==> config.mk <==
export PLATFORM = sky130hd
export DESIGN_NAME = ir_remote_frame_decoder
export DESIGN_NICKNAME = d
export VERILOG_FILES = /design/src/irfd_pkg.sv /design/src/irfd_classify.sv /design/src/irfd_frame.sv /design/src/ir_remote_frame_decoder.sv
export SDC_FILE = /design/constraint.sdc
export NUM_CORES = 1
export LEC_CHECK = 0
export BUFFER_PORTS_ARGS = -buffer_cell sky130_fd_sc_hd__buf_2
export CAP_MARGIN = 20
export CORE_ASPECT_RATIO = 1.25
export CORE_MARGIN = 2
export CORE_UTILIZATION = 55
export CTS_BUF_LIST = sky130_fd_sc_hd__clkbuf_2 sky130_fd_sc_hd__clkbuf_4 sky130_fd_sc_hd__clkbuf_8
export DETAILED_ROUTE_END_ITERATION = 7
export PLACE_DENSITY = 0.73
export SYNTH_ARGS = -nofsm -noshare
export SYNTH_HDL_FRONTEND = slang
export SYNTH_HIERARCHICAL = 1
export SYNTH_SLANG_ARGS = --single-unit
==> constraint.sdc <==
create_clock -name clk -period 4.85 [get_ports clk]
set_input_delay 0.485 -clock clk [delete_from_list [all_inputs] [get_ports clk]]
set_output_delay 0.485 -clock clk [all_outputs]
set_load 0.02 [all_outputs]
==> src/irfd_pkg.sv <==
// Shared types, register indexes, reset values and helpers of the IR remote frame decoder.
// No dependencies.
package irfd_pkg;

  localparam int NUM_REGS  = 8;
  localparam int REG_W     = 8;
  localparam int REG_IDX_W = 3;
  localparam int CNT_W     = 7;

  localparam logic [REG_IDX_W-1:0] REG_LEADER_MIN = 3'd0;
  localparam logic [REG_IDX_W-1:0] REG_LEADER_MAX = 3'd1;
  localparam logic [REG_IDX_W-1:0] REG_HEADER_MIN = 3'd2;
  localparam logic [REG_IDX_W-1:0] REG_HEADER_MAX = 3'd3;
  localparam logic [REG_IDX_W-1:0] REG_REPEAT_MIN = 3'd4;
  localparam logic [REG_IDX_W-1:0] REG_REPEAT_MAX = 3'd5;
  localparam logic [REG_IDX_W-1:0] REG_ONE_MIN    = 3'd6;
  localparam logic [REG_IDX_W-1:0] REG_ONE_MAX    = 3'd7;

  typedef logic [NUM_REGS-1:0][REG_W-1:0] cfg_regs_t;

  localparam cfg_regs_t CFG_RESET = {8'd20, 8'd10, 8'd30, 8'd15,
                                     8'd55, 8'd30, 8'd100, 8'd70};

  localparam logic [1:0] EV_NONE   = 2'd0;
  localparam logic [1:0] EV_VALID  = 2'd1;
  localparam logic [1:0] EV_FAIL   = 2'd2;
  localparam logic [1:0] EV_REPEAT = 2'd3;

  localparam logic [7:0]       TOGGLE_KEY      = 8'd64;
  localparam logic [CNT_W-1:0] FRAME_INTERVALS = 7'd65;
  localparam logic [CNT_W-1:0] FRAME_LAST      = 7'd64;

  typedef struct packed {
    logic leader;
    logic header;
    logic rpt;
  } win_t;

  typedef struct packed {
    logic [1:0] event_res;
    logic [7:0] key_code;
    logic [7:0] address;
    logic       remote_enabled;
  } res_t;

  function automatic logic in_window(logic [7:0] v, logic [7:0] lo, logic [7:0] hi);
    in_window = (v > lo) && (v < hi);
  endfunction

endpackage

==> src/irfd_classify.sv <==
// Window classification of one interval against the leader, header and repeat windows.
// Depends on irfd_pkg.
module irfd_classify import irfd_pkg::*; (
  input  logic [7:0] interval,
  input  cfg_regs_t  cfg_regs,
  output win_t       win
);

  always_comb begin
    win.leader = in_window(interval, cfg_regs[REG_LEADER_MIN], cfg_regs[REG_LEADER_MAX]);
    win.header = in_window(interval, cfg_regs[REG_HEADER_MIN], cfg_regs[REG_HEADER_MAX]);
    win.rpt    = in_window(interval, cfg_regs[REG_REPEAT_MIN], cfg_regs[REG_REPEAT_MAX]);
  end

endmodule

==> src/irfd_frame.sv <==
// Decoder state, frame bit assembly and result forming for one interval per step.
// Depends on irfd_pkg.
module irfd_frame import irfd_pkg::*; (
  input  logic       clk,
  input  logic       rst_n,
  input  logic       step_en,
  input  logic [7:0] interval,
  input  win_t       win,
  input  logic [7:0] one_min,
  input  logic [7:0] one_max,
  output res_t       res
);

  logic             leader_r, leader_nxt;
  logic             collecting_r, collecting_nxt;
  logic [CNT_W-1:0] count_r, count_nxt;
  logic [7:0]       pend_r, pend_nxt;
  logic [31:0]      bits_r, bits_nxt;
  logic [7:0]       last_key_r, last_key_nxt;
  logic             en_r, en_nxt;
  logic [7:0]       pair_sum;
  logic             bit_one;
  logic             ok;
  logic             fin;

  assign pair_sum = pend_r + interval;
  assign bit_one  = in_window(pair_sum, one_min, one_max);

  always_comb begin
    leader_nxt     = leader_r;
    collecting_nxt = collecting_r;
    count_nxt      = count_r;
    pend_nxt       = pend_r;
    bits_nxt       = bits_r;
    last_key_nxt   = last_key_r;
    en_nxt         = en_r;
    ok             = 1'b0;
    fin            = 1'b0;
    res.event_res  = EV_NONE;
    res.key_code   = 8'd0;
    res.address    = 8'd0;

    if (win.leader) begin
      leader_nxt = 1'b1;
    end else if (leader_r && win.header) begin
      collecting_nxt = 1'b1;
      leader_nxt     = 1'b0;
      count_nxt      = '0;
      bits_nxt       = '0;
      pend_nxt       = '0;
    end else if (leader_r && win.rpt) begin
      collecting_nxt = 1'b0;
      leader_nxt     = 1'b0;
      res.event_res  = EV_REPEAT;
      res.key_code   = last_key_r;
    end

    if (collecting_nxt) begin
      if (count_nxt[0]) begin
        pend_nxt = interval;
      end else if (count_nxt >= 7'd2) begin
        bits_nxt = {bits_nxt[30:0], bit_one};
      end
      count_nxt = count_nxt + 7'd1;
      if (count_nxt == FRAME_INTERVALS) begin
        fin            = 1'b1;
        ok             = (bits_nxt[31:24] == ~bits_nxt[23:16]) &&
                         (bits_nxt[7:0] == ~bits_nxt[15:8]);
        count_nxt      = '0;
        collecting_nxt = 1'b0;
        res.key_code   = ok ? bits_nxt[15:8] : 8'd0;
        res.event_res  = ok ? EV_VALID : EV_FAIL;
        res.address    = bits_nxt[31:24];
        last_key_nxt   = res.key_code;
        if (res.key_code == TOGGLE_KEY) begin
          en_nxt = ~en_r;
        end
      end
    end

    res.remote_enabled = en_nxt;
  end

  always_ff @(posedge clk) begin
    if (!rst_n) begin
      leader_r     <= 1'b0;
      collecting_r <= 1'b0;
      count_r      <= '0;
      pend_r       <= '0;
      bits_r       <= '0;
      last_key_r   <= '0;
      en_r         <= 1'b1;
    end else if (step_en) begin
      leader_r     <= leader_nxt;
      collecting_r <= collecting_nxt;
      count_r      <= count_nxt;
      pend_r       <= pend_nxt;
      bits_r       <= bits_nxt;
      last_key_r   <= last_key_nxt;
      en_r         <= en_nxt;
    end
  end

  a_count_range: assert property (@(posedge clk) disable iff (!rst_n)
    count_r <= FRAME_LAST)
    else $error("interval count ran past the frame length");

  a_collect_count: assert property (@(posedge clk) disable iff (!rst_n)
    collecting_r |-> count_r != 7'd0)
    else $error("collecting with a zero interval count");

  a_flag_toggle: assert property (@(posedge clk) disable iff (!rst_n)
    (step_en && !(fin && res.key_code == TOGGLE_KEY)) |=> $stable(en_r))
    else $error("enable flag changed without a finished toggle key frame");

endmodule

==> src/ir_remote_frame_decoder.sv <==
// IR remote frame decoder top level: input stage, configuration registers, result register.
// Depends on irfd_pkg, irfd_classify and irfd_frame.
// An accepted beat is held in the input stage, then moves to the output register as it advances.
// Throughput: one interval per cycle unless out_ready stalls; state updates once per interval.
// Reset: synchronous active-low; clears state, loads register defaults, empties both stages.
module ir_remote_frame_decoder import irfd_pkg::*; (
  input  logic                 clk,
  input  logic                 rst_n,
  input  logic                 in_valid,
  output logic                 in_ready,
  input  logic [7:0]           in_interval,
  output logic                 out_valid,
  input  logic                 out_ready,
  output logic [1:0]           out_event_res,
  output logic [7:0]           out_key_code,
  output logic [7:0]           out_address,
  output logic                 out_remote_enabled,
  input  logic                 cfg_wr_en,
  input  logic [REG_IDX_W-1:0] cfg_index,
  input  logic [REG_W-1:0]     cfg_data
);

  cfg_regs_t  cfg_r;
  logic       stage_v_r;
  logic [7:0] stage_iv_r;
  logic       out_v_r;
  res_t       out_r;
  res_t       res;
  win_t       win;
  logic       advance;
  logic       accept;

  assign advance  = stage_v_r && (!out_v_r || out_ready);
  assign in_ready = !stage_v_r || advance;
  assign accept   = in_valid && in_ready;

  always_ff @(posedge clk) begin
    if (!rst_n) begin
      cfg_r <= CFG_RESET;
    end else if (cfg_wr_en) begin
      cfg_r[cfg_index] <= cfg_data;
    end
  end

  always_ff @(posedge clk) begin
    if (!rst_n) begin
      stage_v_r <= 1'b0;
    end else begin
      stage_v_r <= accept || (stage_v_r && !advance);
    end
  end

  always_ff @(posedge clk) begin
    if (accept) begin
      stage_iv_r <= in_interval;
    end
  end

  irfd_classify u_classify (
    .interval (stage_iv_r),
    .cfg_regs (cfg_r),
    .win      (win)
  );

  irfd_frame u_frame (
    .clk      (clk),
    .rst_n    (rst_n),
    .step_en  (advance),
    .interval (stage_iv_r),
    .win      (win),
    .one_min  (cfg_r[REG_ONE_MIN]),
    .one_max  (cfg_r[REG_ONE_MAX]),
    .res      (res)
  );

  always_ff @(posedge clk) begin
    if (!rst_n) begin
      out_v_r <= 1'b0;
    end else begin
      out_v_r <= advance || (out_v_r && !out_ready);
    end
  end

  always_ff @(posedge clk) begin
    if (advance) begin
      out_r <= res;
    end
  end

  assign out_valid          = out_v_r;
  assign out_event_res      = out_r.event_res;
  assign out_key_code       = out_r.key_code;
  assign out_address        = out_r.address;
  assign out_remote_enabled = out_r.remote_enabled;

  a_fail_key_zero: assert property (@(posedge clk) disable iff (!rst_n)
    (out_v_r && out_r.event_res == EV_FAIL) |-> out_r.key_code == 8'd0)
    else $error("failed frame reported a nonzero key");

  a_none_clean: assert property (@(posedge clk) disable iff (!rst_n)
    (out_v_r && out_r.event_res == EV_NONE) |->
      (out_r.key_code == 8'd0 && out_r.address == 8'd0))
    else $error("empty result carried key or address");

  a_ready_empty: assert property (@(posedge clk) disable iff (!rst_n)
    !stage_v_r |-> in_ready)
    else $error("input not ready with an empty input stage");

endmodule

---- Word level (Yosys, flattened, before mapping) ----
Index checks and enable logic that the tools add are counted.
Widths: inputs -> output; s select.
storage, ports and cells
  register bits ........................... 151
  logic and storage cells ................. 101
  output and inout port bits .............. 21
  bits of input ports ..................... 24
cells by class
  reduce and logical (&&, ||, !) cells .... 24
  magnitude comparators ................... 11
  $add $sub $neg .......................... 2
  mux-type cells .......................... 35
  equal/unequal tests ..................... 4
  bitwise gates (word level) .............. 3
operators with widths
  operator             number
  $mux 32              6
  $bwmux 64            1
  $mux 8               6
  $mux 18              2
  $gt 8x8->1           4
  $lt 8x8->1           4
  $mux 10              3
  $mux 7               4
  $demux 8 s3          1
  $eq 8x8->1           2
  $not 8->8            2
  $logic_and 1x1->1    12
  $mux 1               11
  $add 8x8->8          1
  $eq 8x7->1 const B   1
  $add 7x1->7 const B  1
  $eq 7x7->1 const B   1
  $ge 7x2->1 const B   1
  $logic_not 1->1      4
  $logic_or 1x1->1     4
  $lt 3x4->1 const B   1
  $reduce_and 2->1     2
  $ge 3x1->1 const B   1
  $reduce_and 3->1     1
  3 further kinds      3

---- Longest topological paths before layout ----
  depth in word-level cells ............... 17
  gate-level depth with buffers ........... 20
  depth with buffers taken out ............ 17

---- By module ----
Netlist, hierarchy kept.
modules (own cells, without submodules)
  module                   cells each  sequential area each (um2)  area an instance (um2)  times used
  irfd_frame               493         1,161.1                     3,948.8                 1
  ir_remote_frame_decoder  274         2,132.0                     3,402.0                 1
  irfd_classify            157         0.0                         1,147.4                 1

---- Worst setup path before layout ----
Ideal clock, no wire load.
  kind .................................... register to register
  start ................................... register stage_iv_r[1]
  end ..................................... register out_r (netlist bit out_remote_enabled), data pin
  library setup time ...................... 0.251 ns
  arrival ................................. 4.009 ns
  path slack .............................. 0.589 ns
  stages on the path, launching flop included .. 20
  period minus slack after synthesis ...... 4.261 ns
  cell sequence ........................... edfxtp_1 > ha_1 > o21ai_1 > a21oi_1 > o31a_1 > a2111oi_2 > nand3b_1 > clkbuf_1 > nand2_1 > inv_1 > ha_1 > nor3_2 > a21o_1 > buf_2 > mux2i_1 > o2111ai_1 > nor4b_1 > nand4_1 > xnor2_1 > buf_4
RTL lines
  element                   line                           RTL
  start: declaration        ir_remote_frame_decoder.sv:25  logic [7:0] stage_iv_r;
  start signal: assignment  ir_remote_frame_decoder.sv:55  stage_iv_r <= in_interval;
  end signal: assignment    ir_remote_frame_decoder.sv:86  out_r <= res;
  end: declaration          ir_remote_frame_decoder.sv:27  res_t out_r;

==> results.md <==
- The run finished with clean final reports.
- The area growth from synthesis to layout is 8.98%.
- The post-route DRC violation count is 0.
- After routing the design area is around 9300 µm².
- Buffers added to address setup during post-CTS repair amount to 0.
- Across every metal layer, demand over resource in global routing totals roughly 25%.
- The number of pins with negative max-slew slack in the final report is 0.
- Yosys attributes the largest share of cell area to sky130_fd_sc_hd__dfxtp_1 29%, sky130_fd_sc_hd__ha_1 10%, sky130_fd_sc_hd__edfxtp_1 9.5%.
- Sequential elements use between 30% and 40% of the synthesized area.
- The tightest hold path in the finished design has a slack of between 150 and 200 ps.
- The aggregate routed wire length is roughly 19 mm.
- The final RePlAce weighted congestion is 0.930.
- The number of antenna violations at the first check in global routing came to 0.
- The CTS sink count is ~150.
- The tool flagged a number of max-cap violations equal to 0.
- Entering global routing, the biggest net connects 84 pins.
- The library cell used most frequently in the layout, excluding fill and tap cells, is sky130_fd_sc_hd__dfxtp_1.
- The flip-flop cell with the highest count after synthesis is sky130_fd_sc_hd__dfxtp_1.
- Measured on the finished design, the core utilization comes to 61.4%.
- In this run, CTS created clock tree buffers numbering 17.
- The compound-gate portion of the synthesized area is between 10% and 20%.
- Setup repair after global routing left no endpoint under its margin.
- Setup total negative slack on the finished layout was measured at 0 ps.
- The initial utilization of the core area, before any placement, comes to a little under three fifths.
- In this design, the stage delay of the slowest critical-path cell is between 500 and 600 ps.
- The final standard cell count with taps included and fillers excluded is ~1200.
- In this run the clock root is driven by a sky130_fd_sc_hd__clkbuf_8.
- Across the routed clock network, the largest skew measured is between 10 and 15 ps.
- The startpoint-to-endpoint class of the critical path is reg -> reg.
- The element type at the critical path end is a register.
- The clock passes through at most 2 buffers.
- The quantity of hold-fixing buffers added after cts is 0.
- The fraction of final layout cells with drive strength greater than 1 is between 10% and 20%.
- The area taken by multi-input logic gates is 4720 µm².
- The worst path needs about 4400 ps of the cycle, external delays included.
- In this run, the number of DRC markers left after iteration 0 of detailed routing was 514.
- A synthesized cell averages 9.20 µm².
- The cell count after synthesis is around 920.
- Dividing the detail-routed via count by the number of cells gives roughly 5.6.
- The count of boundary I/O pins is 45.
- The path class of the tightest hold or removal check is in -> reg.
- Of the available clock period, the critical path in the final layout requires roughly nine tenths.
- The post-placement cell count is roughly 1100.
- Traced cell by cell, the critical path runs through ha_1 > o21ai_0 > a21oi_1 > o31ai_1 > a2111oi_2 > buf_4 > nand3b_1 > buf_4 > nand2_1 > ha_1 > nor3_2 > a21o_1 > buf_4 > mux2i_1 > o22ai_1 > nand4_1 > a31o_2.
- The number of endpoints failing setup at the final stage is 0.
- The number of buffers inserted by port buffering is 44.
- After detailed routing, the average wire length per cell comes to roughly 16 µm.
- The number of library cell types mapped by synthesis is between 70 and 80.
- The number of synthesized register bits is approximately 150.
- The slew of the pin with the lowest slew margin is roughly 900 ps.
- The H-tree generated during clock tree synthesis spans 4 levels.
- The clock reaches the later pin of the worst-skew pair after approximately 460 ps.
- From left edge to right edge, the die measures ~120 µm.
- The global-route wire length before repair is about 32 mm.
- The nature of the critical path startpoint is a register.
- The combined buffer and inverter count along the critical path is 3.
- The leakage component of the power is approximately 4 nW.
- The number of global-route vias before repair was 6353.
- In this run the tightest slew margin relative to its limit is 39.0%.
- Summing the areas of all and, or, nand and nor instances in the mapped netlist gives about 20% of the synthesized area.
- The pre-antenna-repair detailed-routing pass consisted of 6 iterations.
- The die height is between 100 and 150 µm.
- Of all nets on the critical path, the largest fanout is 13.
- The highest achievable clock rate is between 0.2 and 0.25 GHz.
- Multiplexer cells account for under 10% of the synthesized area.
- The number of warnings reported in the yosys synthesis log is 6.
- The HPWL after detailed placement is 14.2 mm.
- The final route contains between 6000 and 7000 vias.
- The share of synthesized area in the top cell type comes to between 20% and 30%.
- The critical path arrival is approximately 4700 ps.
- The worst IR drop on VDD is about 0.00019 V.
- Registers take between 3000 and 4000 µm².
- The dominant combinational cell family by area after synthesis is simple AND/OR/NAND/NOR gates.
- The placed standard-cell area is about 9000 µm².
- The layout has 1300 filler cells.
- The post-synthesis cell area is approximately 8500 µm².
- The number of antenna diodes in the final layout is 0.
- The slowest cell on the critical path is sky130_fd_sc_hd__edfxtp_1.
- Gates resized during post-CTS repair numbered 0.
- The count of nets left with antenna violations once routing finished came out at 0.
- The post-synthesis share of cell area spent on full adders, half adders and majority gates is around a tenth.
- Counting every net in the synthesized netlist gives about 1000.
- The site row count is 50.
- In this design, the critical path's most frequently occurring cell is sky130_fd_sc_hd__buf_4.
- The XOR/XNOR share of the synthesized area is ~2.6%.
- Dividing total power by cell area gives a power density of between 200 and 300 nW/µm².
- The count of endpoints failing hold in the final timing report came to 0.
- Summed over all instances, the cell type with the most area after synthesis is sky130_fd_sc_hd__dfxtp_1.
- On the critical path the largest part of the delay comes from compound AO/OA/AOI/OAI gates.
- In the layout the commonest cells are 124 x sky130_fd_sc_hd__dfxtp_1, 108 x sky130_fd_sc_hd__nand2_1, 70 x sky130_fd_sc_hd__nor2b_1, 70 x sky130_fd_sc_hd__ha_1, 67 x sky130_fd_sc_hd__mux2i_1.
- The count of flip-flops with a built-in enable after synthesis is 27.
- STA puts the critical path data required time at between 5000 and 6000 ps.
- The net count reported at finish is 1046.
- The clock edge transition at the registers on the reported setup and hold paths is around 90 ps.
- The total overflow left after global routing is 0.
- The die area is 16500 µm².
- The clock tree from TritonCTS is built.
- In the synthesized netlist the async set-or-reset flop fraction comes to 0%.
- The core region is roughly 15000 µm².
state kept, by name, indices dropped and copies added, names as in the netlist, 7 cells and up:
name                flops
u_frame/last_key_r      8
u_frame/pend_r          8
u_frame/bits_r         32
out_key_code            8
cfg_r                  64
stage_iv_r              8
out_address             8
u_frame/count_r         7
power breakdown:
part / total (W) / switching (W) / leakage (nW) / internal, W
Sequential: 0.00132 / 0.0000185 / 1.25 / 0.00130
Clock: 0.000944 / 0.000506 / 0.186 / 0.000437
Combinational: 0.000209 / 0.000124 / 2.46 / 0.0000851
Yosys cell counts (7+ instances only):
master	instances
sky130_fd_sc_hd__o31ai_1	10
sky130_fd_sc_hd__nand2_1	108
sky130_fd_sc_hd__nor2b_1	71
sky130_fd_sc_hd__ha_1	70
sky130_fd_sc_hd__xnor2_1	18
sky130_fd_sc_hd__inv_1	66
sky130_fd_sc_hd__a21oi_1	36
sky130_fd_sc_hd__nor2_1	32
sky130_fd_sc_hd__nand4_1	14
sky130_fd_sc_hd__clkbuf_1	33
sky130_fd_sc_hd__edfxtp_1	27
sky130_fd_sc_hd__o21ai_0	26
sky130_fd_sc_hd__dfxtp_1	124
sky130_fd_sc_hd__buf_2	15
sky130_fd_sc_hd__nand3_1	34
sky130_fd_sc_hd__a21o_1	9
sky130_fd_sc_hd__a22oi_1	26
sky130_fd_sc_hd__and2_1	10
sky130_fd_sc_hd__xor2_1	7
sky130_fd_sc_hd__a21boi_0	16
sky130_fd_sc_hd__mux2i_1	67
per-stage QoR:
step,total power [W],setup WS (ps)
after floorplan,0.00149,589
after global placement,0.00155,500
after detailed placement,0.00155,383
after CTS,0.00248,366
after global routing,0.00256,117
final,0.00247,408
metal layers:
| layer | vias up | share of wire (%) | track usage [%] |
|---|---|---|---|
| met5 | - | 0 | 0 |
| met4 | 0 | 1.6 | 7.67 |
| met3 | 29 | 3.5 | 4.03 |
| met2 | 171 | 52 | 44.6 |
| met1 | 3079 | 43 | 30.3 |
| li1 | 3290 | - | - |
logic make-up after synthesis:
family	Yosys count
buffers and inverters	120
and+or+nand+nor	314
muxes	71
AOI/OAI and AO/OA	172
xor gates and xnor gates	25
adders and majority gates	71
DFF	151
worst register-to-register path: stages (launching register included):
cell and delay (ps):
sky130_fd_sc_hd__edfxtp_1 560, sky130_fd_sc_hd__ha_1 370, sky130_fd_sc_hd__o21ai_0 210, sky130_fd_sc_hd__a21oi_1 80
sky130_fd_sc_hd__o31ai_1 270, sky130_fd_sc_hd__a2111oi_2 130, sky130_fd_sc_hd__buf_4 180, sky130_fd_sc_hd__nand3b_1 100
sky130_fd_sc_hd__buf_4 180, sky130_fd_sc_hd__nand2_1 110, sky130_fd_sc_hd__ha_1 270, sky130_fd_sc_hd__nor3_2 310
sky130_fd_sc_hd__a21o_1 250, sky130_fd_sc_hd__buf_4 230, sky130_fd_sc_hd__mux2i_1 100, sky130_fd_sc_hd__o22ai_1 370
sky130_fd_sc_hd__nand4_1 250, sky130_fd_sc_hd__a31o_2 260
final timing paths:
kind                   from          endpoint  slack (ps)  cells past startpoint
max           stage_iv_r[2]  out_event_res[1]         410                     17
min reg2reg       cfg_r[50]         cfg_r[50]         460                      2
max reg2reg   stage_iv_r[2]  out_event_res[1]         410                     17
min          in_interval[4]     stage_iv_r[4]         200                      1
area by class of cell:
| cell class | instances | share of cell area (%) |
|---|---|---|
| clock buffers | 19 | 2.82 |
| clock inverters | 13 | 1.30 |
| inverters | 66 | 2.67 |
| multi-input cells | 653 | 51.0 |
| flip-flops and latches | 151 | 35.6 |
| well taps | 208 | 2.81 |
| repair buffers | 62 | 3.86 |
Power figures use the tool's default switching activity.
